[config.mk]
export PLATFORM = sky130hd
export DESIGN_NAME = crc8_frame_receiver_flat
export DESIGN_NICKNAME = d
export VERILOG_FILES = /design/src/sv/c8fr_pkg.sv /design/src/sv/c8fr_req_if.sv /design/src/sv/c8fr_rsp_if.sv /design/src/sv/c8fr_front.sv /design/src/sv/c8fr_queue.sv /design/src/sv/c8fr_back.sv /design/src/sv/crc8_frame_receiver.sv /design/src/flat_wrapper.sv
export VERILOG_INCLUDE_DIRS = /design/src /design/src/sv
export SDC_FILE = /design/constraint.sdc
export NUM_CORES = 1
export LEC_CHECK = 0
export BUFFER_PORTS_ARGS = -buffer_cell sky130_fd_sc_hd__buf_2
export CORE_UTILIZATION = 38
export DETAILED_ROUTE_END_ITERATION = 12
export PLACE_DENSITY = 0.59
export SYNTH_ARGS = -nofsm -noshare
export SYNTH_HDL_FRONTEND = slang
export SYNTH_SLANG_ARGS = --single-unit
[constraint.sdc]
create_clock -name clock -period 3.01 [get_ports clock]
set_input_delay 0.1505 -clock clock [delete_from_list [all_inputs] [get_ports clock]]
set_output_delay 0.1505 -clock clock [all_outputs]
set_load 0.02 [all_outputs]
[src/sv/crc8_frame_receiver_macros.svh]
// Assertion macros used by the frame receiver queue module.
// Expects signals named clock and reset in the module that uses them.
`ifndef CRC8_FRAME_RECEIVER_MACROS_SVH
`define CRC8_FRAME_RECEIVER_MACROS_SVH

// Condition must hold at every clock edge outside reset.
`define C8FR_ASSERT_ALWAYS(lbl, cond, msg) \
   lbl: assert property (@(posedge clock) disable iff (reset) (cond)) else $error(msg);

// When the trigger holds, the outcome must hold in the next cycle.
`define C8FR_ASSERT_NEXT(lbl, trig, outcome, msg) \
   lbl: assert property (@(posedge clock) disable iff (reset) (trig) |=> (outcome)) \
      else $error(msg);

`endif

[src/sv/c8fr_pkg.sv]
// Shared types, codes and the CRC-8 byte step for the frame receiver.
// No dependencies; the modules and the testbench refer to it by scoped names.
package c8fr_pkg;

   localparam logic [7:0] SYNC_FIRST_RESET  = 8'hAA;
   localparam logic [7:0] SYNC_SECOND_RESET = 8'h55;
   localparam logic [7:0] CRC_INIT          = 8'hFF;
   localparam logic [7:0] CRC_POLY_REFL     = 8'h8C;

   localparam int unsigned CSR_INDEX_W = 1;
   localparam logic [CSR_INDEX_W-1:0] CSR_SYNC_FIRST  = 1'b0;
   localparam logic [CSR_INDEX_W-1:0] CSR_SYNC_SECOND = 1'b1;

   localparam logic [1:0] OP_FUNC = 2'd0;
   localparam logic [1:0] OP_LEN  = 2'd1;
   localparam logic [1:0] OP_DATA = 2'd2;
   localparam logic [1:0] OP_CRC  = 2'd3;

   localparam logic [1:0] KIND_PAYLOAD  = 2'd0;
   localparam logic [1:0] KIND_GOOD     = 2'd1;
   localparam logic [1:0] KIND_MISMATCH = 2'd2;

   typedef struct packed {
      logic [1:0] op_code;
      logic [7:0] data;
      logic [7:0] position;
   } op_type;

   function automatic logic [7:0] crc8_update(input logic [7:0] crc, input logic [7:0] b);
      logic [7:0] c;
      c = crc ^ b;
      for (int i = 0; i < 8; i++) begin
         if (c[0]) begin
            c = (c >> 1) ^ CRC_POLY_REFL;
         end else begin
            c = c >> 1;
         end
      end
      return c;
   endfunction

endpackage

[src/sv/c8fr_req_if.sv]
// Input channel of the frame receiver: one received byte per transaction.
// No dependencies.
interface c8fr_req_if;
   logic       valid;
   logic       ready;
   logic [7:0] rx_byte;

   modport source (output valid, output rx_byte, input ready);
   modport sink (input valid, input rx_byte, output ready);
endinterface

[src/sv/c8fr_rsp_if.sv]
// Result channel of the frame receiver: payload bytes and frame verdicts.
// No dependencies.
interface c8fr_rsp_if;
   logic       valid;
   logic       ready;
   logic [1:0] kind;
   logic [7:0] func_code;
   logic [7:0] value;
   logic [7:0] position;
   logic       frame_end;

   modport source (output valid, output kind, output func_code, output value,
                   output position, output frame_end, input ready);
   modport sink (input valid, input kind, input func_code, input value,
                 input position, input frame_end, output ready);
endinterface

[src/sv/c8fr_front.sv]
// Front end: sync hunting, header parsing and classification of each byte.
// Depends on c8fr_pkg and c8fr_req_if.
module c8fr_front (
   input  logic                             clock,
   input  logic                             reset,
   input  logic                             csr_we,
   input  logic [c8fr_pkg::CSR_INDEX_W-1:0] csr_index,
   input  logic [7:0]                       csr_wdata,
   c8fr_req_if.sink                         req_if,
   input  logic                             q_full,
   output logic                             push,
   output c8fr_pkg::op_type                 push_op
);

   localparam logic [2:0] PH_HUNT  = 3'd0;
   localparam logic [2:0] PH_SYNC2 = 3'd1;
   localparam logic [2:0] PH_FUNC  = 3'd2;
   localparam logic [2:0] PH_LEN   = 3'd3;
   localparam logic [2:0] PH_DATA  = 3'd4;
   localparam logic [2:0] PH_CRC   = 3'd5;

   logic [7:0] sync_first_ff, sync_second_ff;
   logic [2:0] phase_ff, phase_in;
   logic [7:0] length_ff, length_in;
   logic [7:0] count_ff, count_in;
   logic [7:0] count_next;
   logic       fire;
   logic [7:0] b;

   assign req_if.ready = !q_full;
   assign fire         = req_if.valid && !q_full;
   assign b            = req_if.rx_byte;
   assign count_next   = count_ff + 8'd1;

   always_comb begin
      phase_in         = phase_ff;
      length_in        = length_ff;
      count_in         = count_ff;
      push             = 1'b0;
      push_op.op_code  = c8fr_pkg::OP_FUNC;
      push_op.data     = b;
      push_op.position = count_ff;
      if (fire) begin
         case (phase_ff)
            PH_SYNC2: begin
               if (b == sync_second_ff) begin
                  phase_in = PH_FUNC;
               end else if (b == sync_first_ff) begin
                  phase_in = PH_SYNC2;
               end else begin
                  phase_in = PH_HUNT;
               end
            end
            PH_FUNC: begin
               push            = 1'b1;
               push_op.op_code = c8fr_pkg::OP_FUNC;
               phase_in        = PH_LEN;
            end
            PH_LEN: begin
               push            = 1'b1;
               push_op.op_code = c8fr_pkg::OP_LEN;
               length_in       = b;
               count_in        = 8'd0;
               phase_in        = (b == 8'd0) ? PH_CRC : PH_DATA;
            end
            PH_DATA: begin
               push            = 1'b1;
               push_op.op_code = c8fr_pkg::OP_DATA;
               count_in        = count_next;
               if (count_next == length_ff) begin
                  phase_in = PH_CRC;
               end
            end
            PH_CRC: begin
               push            = 1'b1;
               push_op.op_code = c8fr_pkg::OP_CRC;
               count_in        = 8'd0;
               phase_in        = PH_HUNT;
            end
            default: begin
               phase_in = (b == sync_first_ff) ? PH_SYNC2 : PH_HUNT;
            end
         endcase
      end
   end

   always_ff @(posedge clock) begin
      if (reset) begin
         phase_ff       <= PH_HUNT;
         length_ff      <= 8'd0;
         count_ff       <= 8'd0;
         sync_first_ff  <= c8fr_pkg::SYNC_FIRST_RESET;
         sync_second_ff <= c8fr_pkg::SYNC_SECOND_RESET;
      end else begin
         phase_ff  <= phase_in;
         length_ff <= length_in;
         count_ff  <= count_in;
         if (csr_we && csr_index == c8fr_pkg::CSR_SYNC_FIRST) begin
            sync_first_ff <= csr_wdata;
         end
         if (csr_we && csr_index == c8fr_pkg::CSR_SYNC_SECOND) begin
            sync_second_ff <= csr_wdata;
         end
      end
   end

endmodule

[src/sv/c8fr_queue.sv]
// Short first-in first-out queue of classified operations between the two halves.
// Depends on c8fr_pkg and the assertion macro header.
`include "crc8_frame_receiver_macros.svh"

module c8fr_queue #(
   parameter int unsigned DEPTH = 4
) (
   input  logic             clock,
   input  logic             reset,
   input  logic             push,
   input  c8fr_pkg::op_type push_op,
   output logic             full,
   input  logic             pop,
   output logic             empty,
   output c8fr_pkg::op_type head_op
);

   localparam int unsigned PTR_W = (DEPTH > 1) ? $clog2(DEPTH) : 1;
   localparam int unsigned CNT_W = $clog2(DEPTH + 1);
   localparam logic [PTR_W-1:0] LAST = PTR_W'(DEPTH - 1);

   c8fr_pkg::op_type entry_ff [DEPTH];
   logic [PTR_W-1:0] wr_ptr_ff, wr_ptr_in;
   logic [PTR_W-1:0] rd_ptr_ff, rd_ptr_in;
   logic [CNT_W-1:0] count_ff, count_in;

   assign full    = (count_ff == CNT_W'(DEPTH));
   assign empty   = (count_ff == '0);
   assign head_op = entry_ff[rd_ptr_ff];

   always_comb begin
      wr_ptr_in = wr_ptr_ff;
      rd_ptr_in = rd_ptr_ff;
      count_in  = count_ff;
      if (push) begin
         wr_ptr_in = (wr_ptr_ff == LAST) ? '0 : wr_ptr_ff + 1'b1;
      end
      if (pop) begin
         rd_ptr_in = (rd_ptr_ff == LAST) ? '0 : rd_ptr_ff + 1'b1;
      end
      if (push && !pop) begin
         count_in = count_ff + 1'b1;
      end else if (pop && !push) begin
         count_in = count_ff - 1'b1;
      end
   end

   always_ff @(posedge clock) begin
      if (reset) begin
         wr_ptr_ff <= '0;
         rd_ptr_ff <= '0;
         count_ff  <= '0;
      end else begin
         wr_ptr_ff <= wr_ptr_in;
         rd_ptr_ff <= rd_ptr_in;
         count_ff  <= count_in;
      end
   end

   always_ff @(posedge clock) begin
      if (push) begin
         entry_ff[wr_ptr_ff] <= push_op;
      end
   end

   `C8FR_ASSERT_ALWAYS(a_no_push_full, !(push && full), "push into a full queue")
   `C8FR_ASSERT_ALWAYS(a_no_pop_empty, !(pop && empty), "pop from an empty queue")
   `C8FR_ASSERT_NEXT(a_count_up, push && !pop, count_ff == $past(count_ff) + 1'b1,
      "occupancy did not rise after a push")
   `C8FR_ASSERT_NEXT(a_head_kept, !empty && !pop, head_op == $past(head_op),
      "head entry changed without a pop")

endmodule

[src/sv/c8fr_back.sv]
// Back end: running CRC, held header fields and the registered result stage.
// Depends on c8fr_pkg and c8fr_rsp_if.
module c8fr_back (
   input  logic             clock,
   input  logic             reset,
   input  logic             q_empty,
   input  c8fr_pkg::op_type head_op,
   output logic             pop,
   c8fr_rsp_if.source       rsp_if
);

   logic       rsp_valid_ff, rsp_valid_in;
   logic [1:0] kind_ff;
   logic [7:0] func_out_ff, value_ff, position_ff;
   logic       frame_end_ff;
   logic [7:0] held_func_ff, held_length_ff, crc_ff;
   logic [7:0] crc_step;
   logic       can_load;
   logic       emits;

   assign can_load = !rsp_valid_ff || rsp_if.ready;
   assign pop      = !q_empty && can_load;
   assign emits    = (head_op.op_code == c8fr_pkg::OP_DATA) ||
                     (head_op.op_code == c8fr_pkg::OP_CRC);
   assign crc_step = c8fr_pkg::crc8_update(
                        (head_op.op_code == c8fr_pkg::OP_FUNC) ? c8fr_pkg::CRC_INIT : crc_ff,
                        head_op.data);

   always_comb begin
      rsp_valid_in = rsp_valid_ff;
      if (pop && emits) begin
         rsp_valid_in = 1'b1;
      end else if (rsp_if.ready) begin
         rsp_valid_in = 1'b0;
      end
   end

   always_ff @(posedge clock) begin
      if (reset) begin
         rsp_valid_ff   <= 1'b0;
         held_func_ff   <= 8'd0;
         held_length_ff <= 8'd0;
         crc_ff         <= c8fr_pkg::CRC_INIT;
      end else begin
         rsp_valid_ff <= rsp_valid_in;
         if (pop) begin
            case (head_op.op_code)
               c8fr_pkg::OP_FUNC: begin
                  held_func_ff <= head_op.data;
                  crc_ff       <= crc_step;
               end
               c8fr_pkg::OP_LEN: begin
                  held_length_ff <= head_op.data;
                  crc_ff         <= crc_step;
               end
               c8fr_pkg::OP_DATA: begin
                  crc_ff <= crc_step;
               end
               default: begin
                  crc_ff <= c8fr_pkg::CRC_INIT;
               end
            endcase
         end
      end
   end

   always_ff @(posedge clock) begin
      if (pop && emits) begin
         func_out_ff <= held_func_ff;
         if (head_op.op_code == c8fr_pkg::OP_DATA) begin
            kind_ff      <= c8fr_pkg::KIND_PAYLOAD;
            value_ff     <= head_op.data;
            position_ff  <= head_op.position;
            frame_end_ff <= 1'b0;
         end else begin
            kind_ff      <= (head_op.data == ~crc_ff) ? c8fr_pkg::KIND_GOOD
                                                      : c8fr_pkg::KIND_MISMATCH;
            value_ff     <= held_length_ff;
            position_ff  <= 8'd0;
            frame_end_ff <= 1'b1;
         end
      end
   end

   assign rsp_if.valid     = rsp_valid_ff;
   assign rsp_if.kind      = kind_ff;
   assign rsp_if.func_code = func_out_ff;
   assign rsp_if.value     = value_ff;
   assign rsp_if.position  = position_ff;
   assign rsp_if.frame_end = frame_end_ff;

endmodule

[src/sv/crc8_frame_receiver.sv]
// Top level of the byte-stream frame receiver with CRC-8 check.
// Depends on c8fr_pkg, both channel interfaces, c8fr_front, c8fr_queue and c8fr_back.
//
//   Channel   Direction  Carries
//   req_if    in         one received byte per transaction
//   rsp_if    out        payload byte or frame verdict per transaction
//   csr_*     in         write of sync_first (index 0) or sync_second (index 1)
//
// One byte is accepted per cycle while the operation queue has room.
// Between a byte and its result lie the queue entry and then the output register.
// The queue holds up to QUEUE_DEPTH operations, so bytes keep arriving while the result side
// stalls; sync bytes never enter the queue.
// Synchronous reset returns to sync hunting; no clearing pass is needed.
module crc8_frame_receiver #(
   parameter int unsigned QUEUE_DEPTH = 4
) (
   input  logic                             clock,
   input  logic                             reset,
   c8fr_req_if.sink                         req_if,
   c8fr_rsp_if.source                       rsp_if,
   input  logic                             csr_we,
   input  logic [c8fr_pkg::CSR_INDEX_W-1:0] csr_index,
   input  logic [7:0]                       csr_wdata
);

   logic             q_full, q_empty, push, pop;
   c8fr_pkg::op_type push_op, head_op;

   c8fr_front u_front (
      .clock     (clock),
      .reset     (reset),
      .csr_we    (csr_we),
      .csr_index (csr_index),
      .csr_wdata (csr_wdata),
      .req_if    (req_if),
      .q_full    (q_full),
      .push      (push),
      .push_op   (push_op)
   );

   c8fr_queue #(
      .DEPTH (QUEUE_DEPTH)
   ) u_queue (
      .clock   (clock),
      .reset   (reset),
      .push    (push),
      .push_op (push_op),
      .full    (q_full),
      .pop     (pop),
      .empty   (q_empty),
      .head_op (head_op)
   );

   c8fr_back u_back (
      .clock   (clock),
      .reset   (reset),
      .q_empty (q_empty),
      .head_op (head_op),
      .pop     (pop),
      .rsp_if  (rsp_if)
   );

endmodule

[src/flat_wrapper.sv]
// flat-port wrapper written by rule: the top's interface ports become plain ports
module crc8_frame_receiver_flat 
#(
   parameter int unsigned QUEUE_DEPTH = 4
)
  (clock, reset, csr_we, csr_index, csr_wdata, req_if_valid, req_if_rx_byte, req_if_ready, rsp_if_valid, rsp_if_kind, rsp_if_func_code, rsp_if_value, rsp_if_position, rsp_if_frame_end, rsp_if_ready);
  c8fr_req_if req_if_i ();
  c8fr_rsp_if rsp_if_i ();
  input  logic clock;
  input  logic reset;
  input  logic csr_we;
  input  logic [c8fr_pkg::CSR_INDEX_W-1:0] csr_index;
  input  logic [7:0] csr_wdata;
  input wire logic [$bits(req_if_i.valid)-1:0] req_if_valid;
  input wire logic [$bits(req_if_i.rx_byte)-1:0] req_if_rx_byte;
  output wire logic [$bits(req_if_i.ready)-1:0] req_if_ready;
  output wire logic [$bits(rsp_if_i.valid)-1:0] rsp_if_valid;
  output wire logic [$bits(rsp_if_i.kind)-1:0] rsp_if_kind;
  output wire logic [$bits(rsp_if_i.func_code)-1:0] rsp_if_func_code;
  output wire logic [$bits(rsp_if_i.value)-1:0] rsp_if_value;
  output wire logic [$bits(rsp_if_i.position)-1:0] rsp_if_position;
  output wire logic [$bits(rsp_if_i.frame_end)-1:0] rsp_if_frame_end;
  input wire logic [$bits(rsp_if_i.ready)-1:0] rsp_if_ready;
  assign req_if_i.valid = req_if_valid;
  assign req_if_i.rx_byte = req_if_rx_byte;
  assign req_if_ready = req_if_i.ready;
  assign rsp_if_valid = rsp_if_i.valid;
  assign rsp_if_kind = rsp_if_i.kind;
  assign rsp_if_func_code = rsp_if_i.func_code;
  assign rsp_if_value = rsp_if_i.value;
  assign rsp_if_position = rsp_if_i.position;
  assign rsp_if_frame_end = rsp_if_i.frame_end;
  assign rsp_if_i.ready = rsp_if_ready;
  crc8_frame_receiver #(.QUEUE_DEPTH(QUEUE_DEPTH)) u_core (.clock(clock), .reset(reset), .req_if(req_if_i), .rsp_if(rsp_if_i), .csr_we(csr_we), .csr_index(csr_index), .csr_wdata(csr_wdata));
endmodule
==> qor.csv <==
metric,value,unit
sequential area share after synthesis,60.9,%
number of synthesized flops with an enable pin,99,
CP required,3.35,ns
Hold Path Class,input pin to register,
overall global routing resource usage,15.7,%
slowest library cell on the worst path,fa_1,
Remaining DRCs,6,
WP buf/inv,2,
core area,18200,um2
worst reg-to-reg path cell count,8,
Clock Tree Root,clkbuf_16,
Area growth syn-to-layout,16.3,%
worst slew pin tran,1.13,ns
YS warnings,0,
reg2reg start,u_core.u_queue.count_ff[0]$_SDFFE_PP0P_,
Mean Syn Cell Area,13.2,um2
"CTS clk-pin slew, worst paths",0.07,ns
Clock Latency Late Sink,0.43,ns
post-synth cell types,51,
Rows,49,
most frequent cell after synthesis,edfxtp_1,
port bufs,50,
static leakage,0.00296,uW
Hold Slack,0.0275,ns
WL final,14000,um
Yosys top cell by area,edfxtp_1,
worst-path cell chain,"o31a_1, inv_1, ha_1, inv_1, fa_1, xor2_1, or3_1, a21oi_1",
Synth top area share,41.6,%
synth cell count leaders,"99 x edfxtp_1, 69 x dfxtp_1, 56 x nor2_1",
Placer Congestion,0.765,
Max-Cap Viols,0,
Mapped Area,7150,um2
"delay-heaviest family, CP",adder cells,
Rel. slew slack,24.6,%
status,"finished, violations left",
Fmax,411,MHz
final hold vios,0,
CTS tree,yes,
R2R setup slack,0.58,ns
most used cell along the critical path,inv_1,
FILL cells,1638,
register area,4350,um2
Crit Path Max Fanout,7,
power per standard cell area,935,nW/um2
startpoint class of the critical path,register,
NumNets Final,635,
RR Endpoint,u_core.u_queue.count_ff[2]$_SDFFE_PP0P_,
fin crit share,80.7,%
die area,19400,um2
GRT overflow,0,
H-tree depth,4,
RSZ-0062 raised after global routing,no,
"Slew Viols, Final",0,
largest net degree at the start of global routing,49,
crit path DAT,2.77,ns
post-route setup TNS,0,ns
CTS Buffer Depth,2,
Setup crit end,u_core.u_queue.count_ff[2]$_SDFFE_PP0P_,
Initial DRC Count,260,
WL per Instance,16.5,um
first-pass GRT wire length,23200,um
VDD IR max,445,uV
Clock Skew,0.0168,ns
#FFs+latches synth,168,
Post-CTS Setup Bufs,0,
type of the worst setup path,register to register,
post-synth net total,572,
Multi-input gate area,2660,um2
CTS-repair resized insts,0,
initial antenna violation count,0,
Pre-antenna DRT Iters,10,
DR vias,4277,
Initial Utilization,39.2,%
DIE HEIGHT,139,um
failing checks,DRC,
io pins,51,
Synth area leaders,"edfxtp_1 42%, dfxtp_1 19%, xnor2_1 5.9%",
CTS sink count,168,
Routed Antenna Nets,0,
vias in the first global route,4481,
min Tclk post-route,2.43,ns
launch point of the worst path,u_core.u_queue.count_ff[0]$_SDFFE_PP0P_,
cell count after synthesis,542,
# diodes,0,
Crit. End Element,register,
"Setup violations, final",0,
layout cells sized above 1,21.5,%
ys flop type,edfxtp_1,
Post-DP HPWL,9550,um
"FFs w/ async S/R, synth",0,%
CP peak stage delay,0.42,ns
die width,139,um
Stages on worst setup path,8,
number of CTS-inserted buffers,17,
via density per instance,5.05,
[worst min path at each step]
stage | to | cells after the start | slack, ns | start
after floorplan | u_core.u_queue.entry_ff[0][10]$_DFFE_PP_ | 0 | 0.25 | req_if_rx_byte[2]
after global placement | u_core.u_front.sync_first_ff[7]$_SDFFE_PP1P_ | 3 | 0.38 | csr_wdata[7]
after CTS | u_core.u_back.rsp_if.valid$_SDFFE_PP0P_ | 3 | 0.03 | rsp_if_ready
final | u_core.u_back.rsp_if.valid$_SDFFE_PP0P_ | 3 | 0.03 | rsp_if_ready
after detailed placement | u_core.u_front.sync_first_ff[3]$_SDFFE_PP1P_ | 3 | 0.39 | csr_wdata[3]
after global routing | u_core.u_back.rsp_if.valid$_SDFFE_PP0P_ | 3 | 0.05 | rsp_if_ready
[where the power goes]
group	switching [uW]	internal, uW	total [uW]
clock network	938	1210	2140
logic	1450	1130	2580
registers	158	2880	3040
[registers in the layout (all words and copies together) (netlist names), 3 cells and up, named ones only]
register,count
u_core.u_back.crc_ff,8
u_core.u_back.held_func_ff,8
u_core.u_back.held_length_ff,8
u_core.u_back.rsp_if.func_code,8
u_core.u_back.rsp_if.position,8
u_core.u_back.rsp_if.value,8
u_core.u_front.count_ff,8
u_core.u_front.length_ff,8
u_core.u_front.phase_ff,3
u_core.u_front.sync_first_ff,8
u_core.u_front.sync_second_ff,8
u_core.u_queue.count_ff,3
u_core.u_queue.entry_ff,72
[timing repair]
item,in CTS,in global routing
hold buffers,8,0
endpoints found under the hold margin,12,0
setup endpoints to repair,0,0
[per-stage QoR]
step                      utilization, %  setup slack (ns)  instances  instance area [um2]  total power (uW)
after CTS                           45.6             0.575        847                 8310              7850
final                               45.6             0.580        847                 8310              7770
after global routing                45.6             0.457        847                 8310              8170
after floorplan                        -             0.685        542                 7150              5100
after detailed placement            42.0             0.584        807                 7650              5690
after global placement              42.0             0.616        807                 7650              5630
[placed cells by master, fill, tap and decap left out, types with 8 or more instances in the layout]
cell type,synthesis,final
mux2i_1,27,27
nand3_1,10,10
buf_2,3,50
clkbuf_16,0,18
and3_1,11,11
nand2_1,36,36
xor2_1,11,11
xnor2_1,48,48
dlygate4sd3_1,0,8
nor2_1,56,56
edfxtp_1,99,99
dfxtp_1,69,69
mux2_2,8,8
a21oi_1,22,22
buf_4,1,11
mux4_2,18,18
nor2b_1,14,14
o21ai_0,10,10
[layer usage]
metal	wire length (um)	share of wire, %	global-route usage (%)
met2	6920	49	27.1
met4	184	1.3	5.61
met5	0	0	0
met1	6340	45	18.8
met3	554	4.0	4.35
[worst min-delay path: cells and delay by family]
| kind | cells | cell delay [ns] |
|---|---|---|
| and+or+nand+nor | 1 | 0.12 |
| AOI/OAI and AO/OA | 1 | 0.07 |
| buffers and inverters | 1 | 0.07 |
[kinds of logic (layout without fill, tap and decap cells)]
logic type	count (synthesis)	in the layout	share of synthesized area, %
buffers and inverters	30	106	1.91
AND/OR/NAND/NOR	163	163	11.1
AO/OA/AOI/OAI	54	54	4.85
multiplexers	53	53	10.7
XOR/XNOR	66	66	8.98
flip-flops	168	168	60.9
adder cells (fa/ha/maj)	8	8	1.51
[cell type report]
type	instances	area share (%)
multi-input cells	344	32.0
well taps	229	3.45
inverters	5	0.226
clock buffers	18	5.42
repair buffers	69	4.97
clock inverters	14	1.58
flip-flops and latches	168	52.4
(Power assumes the default switching activity.)
